$ cat config.mk
export PLATFORM = sky130hd
export DESIGN_NAME = dtle_stack
export DESIGN_NICKNAME = d
export VERILOG_FILES = /design/src/design/assert_macros.svh /design/src/design/dtle_pkg.sv /design/src/design/dtle_stack.sv
export SDC_FILE = /design/constraint.sdc
export NUM_CORES = 1
export LEC_CHECK = 0
export ABC_AREA = 1
export BUFFER_PORTS_ARGS = -buffer_cell sky130_fd_sc_hd__buf_2
export CAP_MARGIN = 20
export CELL_PAD_IN_SITES_DETAIL_PLACEMENT = 1
export CELL_PAD_IN_SITES_GLOBAL_PLACEMENT = 1
export CORE_MARGIN = 5
export CORE_UTILIZATION = 35
export DETAILED_ROUTE_END_ITERATION = 10
export GPL_TIMING_DRIVEN = 1
export PLACE_DENSITY_LB_ADDON = 0.15
export SLEW_MARGIN = 10
export SYNTH_ARGS = -nofsm -noshare
export SYNTH_HDL_FRONTEND = slang
export SYNTH_SLANG_ARGS = --single-unit
$ cat constraint.sdc
create_clock -name clk -period 1.7 [get_ports clk]
set_input_delay 0.17 -clock clk [delete_from_list [all_inputs] [get_ports clk]]
set_output_delay 0.17 -clock clk [all_outputs]
set_load 0.02 [all_outputs]
$ cat src/design/assert_macros.svh
// Assertion macros used by the decision tree core top level.
`ifndef ASSERT_MACROS_SVH
`define ASSERT_MACROS_SVH

// Clocked check that is ignored while reset is asserted.
`define DTLE_ASSERT(label, prop, msg) \
  label: assert property (@(posedge clk) disable iff (rst) prop) \
    else $error(msg);

// Clocked check that also holds across reset.
`define DTLE_ASSERT_ALWAYS(label, prop, msg) \
  label: assert property (@(posedge clk) prop) else $error(msg);

`endif

$ cat src/design/dtle_pkg.sv
// Types and constants shared by the decision tree load and evaluate core.
package dtle_pkg;

  // Fixed field and register widths.
  localparam int TREE_WORD_W    = 32;
  localparam int INPUT_BITS_W   = 64;
  localparam int IN_WIDTH_W     = 7;
  localparam int NODE_COUNT_W   = 10;
  localparam int CFG_DATA_W     = 10;
  localparam int NODE_ENTRY_W   = 7;
  localparam int MAX_INPUT_BITS = 64;

  // Reset values of the configuration registers.
  localparam logic [IN_WIDTH_W-1:0]   IN_WIDTH_RST   = 7'd64;
  localparam logic [NODE_COUNT_W-1:0] NODE_COUNT_RST = 10'd1;

  // Configuration register indexes.
  localparam logic CFG_INPUT_WIDTH = 1'b0;
  localparam logic CFG_NODE_COUNT  = 1'b1;

  // Command codes of an input word.
  typedef enum logic [1:0] {
    CMD_RESTART = 2'd0,
    CMD_LOAD    = 2'd1,
    CMD_EVAL    = 2'd2,
    CMD_NOP     = 2'd3
  } cmd_e;

  // Status codes of a result word.
  typedef enum logic [1:0] {
    ST_OK        = 2'd0,
    ST_COMPLETE  = 2'd1,
    ST_MALFORMED = 2'd2,
    ST_NOT_READY = 2'd3
  } status_e;

  typedef struct packed {
    cmd_e                    cmd;
    logic [TREE_WORD_W-1:0]  tree_word;
    logic [INPUT_BITS_W-1:0] input_bits;
  } in_word_t;

  typedef struct packed {
    status_e status;
    logic    answer;
  } out_word_t;

  // Controls for the node store and right-link memories.
  typedef struct packed {
    logic node_we;
    logic link_we;
    logic rd_en;
  } node_mem_ctl_t;

  // Controls for the pending-node stack.
  typedef struct packed {
    logic push;
    logic rd_en;
  } stack_ctl_t;

endpackage

$ cat src/design/dtle_stack.sv
// Pending-node stack memory holding node index and depth of open internal nodes.
module dtle_stack #(
  parameter int DEPTH = 16,
  parameter int SAW   = 4,
  parameter int AW    = 10,
  parameter int DW    = 5
) (
  input  logic                   clk,
  input  dtle_pkg::stack_ctl_t   ctl,
  input  logic [SAW-1:0]         waddr,
  input  logic [AW-1:0]          wnode,
  input  logic [DW-1:0]          wdepth,
  input  logic [SAW-1:0]         raddr,
  output logic [AW-1:0]          rnode,
  output logic [DW-1:0]          rdepth
);
  import dtle_pkg::*;

  logic [AW-1:0] node_mem  [DEPTH];
  logic [DW-1:0] depth_mem [DEPTH];

  // Push writes one entry.
  always_ff @(posedge clk) begin
    if (ctl.push) begin
      node_mem[waddr]  <= wnode;
      depth_mem[waddr] <= wdepth;
    end
  end

  // Registered read of the top entry.
  always_ff @(posedge clk) begin
    if (ctl.rd_en) begin
      rnode  <= node_mem[raddr];
      rdepth <= depth_mem[raddr];
    end
  end

endmodule

==> metrics.csv <==
metric,value,unit
"critical path, cell by cell",buf_2,
startpoint class of the critical path,register,
standby leakage power,5.42,nW
clock skew,0.0122,ns
Slowest cell on crit path,edfxtp_1,
vias in the first global route,7286,
worst-path fanout max,1,
1st-iter DRT viols,330,
Crit path max-delay family,flip-flops,
Max stage delay on crit path,0.50,ns
drt via density,4.77,
most frequent cells in the layout,"nand2_1 (321), edfxtp_1 (255), inv_1 (185), nand3_1 (182), buf_2 (39)",
max_slew headroom,0.465,
Layout Nets,1109,
die width,185,µm
average wire per standard cell,19.8,µm
CTS Buf Count,29,
H-tree depth,1,
Detailed Place HPWL,18100,µm
status,"complete, no violations",
synth warn,0,
measured slew at the worst slew-check pin,0.801,ns
Area Growth Syn to Fin,18.4,%
DRT Pass-1 Iters,4,
Post-Synthesis Cells,1011,
antenna violations before repair,1,
I/O pin total,41,
final setup vio count,0,
clk slew on worst S/H paths,0.06,ns
clk sinks,255,
CTS root buffer,clkbuf_16,
fillers,3340,
switching pwr,3.15,mW
critical path type,reg -> out,
Max Cap Viol,0,
post-synth top area share,0.711,
ANT nets after route,0,
final worst path period need,1.43,ns
Yosys reg bits,255,
Yosys cell types,9,
HP Class,in -> reg,
CP Data Required Time,1.53,ns
dominant cell type by area after synthesis,edfxtp_1,
Initial Utilization,0.353,
Std-Cell Core Area,30500,µm²
most area-consuming cells after synthesis,"edfxtp_1 (71%), nand2_1 (11%), nand3_1 (8.5%)",
Final Util,0.418,
"most common cell after layout, fill and taps aside",nand2_1,
sequential-to-total area share from yosys stat,0.711,
overall routing resource usage,0.173,
fraction of layout instances using a drive strength above 1,0.132,
clk buf depth,3,
CP bufs+invs,1,
clk_lat worst skew,0.55,ns
share of power burned in combinational logic,0.066,
sw frac,0.224,
mapped cell area,10800,µm²
pin count of the biggest net entering global routing,61,
fin. max-slew vios,0,
Mean Syn Cell Area,10.6,µm²
WP data arrival,1.26,ns
RSZ-0062 raised after global routing,false,
final WL,29800,µm
port buffer count,40,
Final Wtd Congestion,0.771,
vias,7159,
die area,34400,µm²
# DRC,0,
"Net Count, Synth",1037,
total gr overflow,0,
Fin Setup TNS,0,ns
die height,185,µm
first-pass GRT wire length,44700,µm
Peak VDD IR,0.000722,V
Sequential Power Share,0.508,
Pwr per Cell Area,1100,nW/µm²
Total Power,14.1,mW
internal power,10.9,mW
Max Fclk,0.699,GHz
CP Capture Type,primary output,
Final Hold Fails,0,
Clk pwr share,0.426,
CTS tree,yes,
FP Rows,64,
Tcrit/Tclk final,0.842,
Antenna Cells,0,
## final timing paths
check / startpoint / end / slack [ns] / cells past startpoint
setup / recovery: rnode[0] / rnode[0] / 0.27 / 1
hold / removal: wnode[4] / node_mem[13][4] / 0.02 / 1
setup reg to reg: node_mem[5][1] / rnode[1] / 0.56 / 6
hold reg to reg: node_mem[6][4] / rnode[4] / 0.73 / 6
## power groups by stage
| stage | clock, mW | sequential, mW | combinational, mW |
|---|---|---|---|
| floorplan | 0 | 7.29 | 0.456 |
| global placement | 0 | 7.27 | 0.938 |
| detailed placement | 0 | 7.27 | 0.949 |
| CTS | 6.16 | 7.14 | 0.957 |
| global route | 6.40 | 7.14 | 1.03 |
| finish | 5.99 | 7.14 | 0.926 |
## sequential cells by signal (all words and copies together) (netlist names)
signal and cells:
depth_mem 80, rnode 10, rdepth 5, node_mem 160
## Yosys cell counts
master,n
edfxtp_1,255
nor2_1,18
nand2_1,321
buf_2,33
inv_1,185
nand3_1,182
clkbuf_1,10
buf_1,5
inv_2,2
## kinds of logic (layout without fill, tap and decap cells)
family,Yosys count,count (layout),share of synthesized area
buffers and inverters,235,329,0.0858
DFF,255,255,0.711
and+or+nand+nor,521,521,0.203
## cell type report
type                    instances  area, µm²  area share
inverters                     187        703      0.0552
clock inverters                22        175      0.0137
multi-input cells             521       2220       0.174
repair buffers                 89        761      0.0597
well taps                     396        495      0.0389
flip-flops and latches        255       7660       0.601
clock buffers                  31        733      0.0575
## per-stage QoR
stage / area (µm²) / setup slack [ns] / hold WS, ns / instances
after floorplan: 10800 / 0.285 / 0.269 / 1011
after global routing: 12700 / 0.230 / 0.0104 / 1501
after CTS: 12700 / 0.236 / 0.000772 / 1501
after global placement: 11800 / 0.181 / 0.571 / 1447
after detailed placement: 11800 / 0.148 / 0.574 / 1447
final: 12700 / 0.269 / 0.0212 / 1501
## what timing repair did
item | in CTS | in global routing
hold buffers | 1 | 0
hold endpoints to repair | 16 | 0
buffers inserted | 0 | 0
resized for setup | 0 | 0
## layer usage
layer / part of all wire / global-route usage
met5: 0 / 0
met4: 0.020 / 0.0399
met3: 0.051 / 0.0192
met1: 0.43 / 0.233
met2: 0.49 / 0.302
Note: power is estimated with default switching activity, not from simulation.
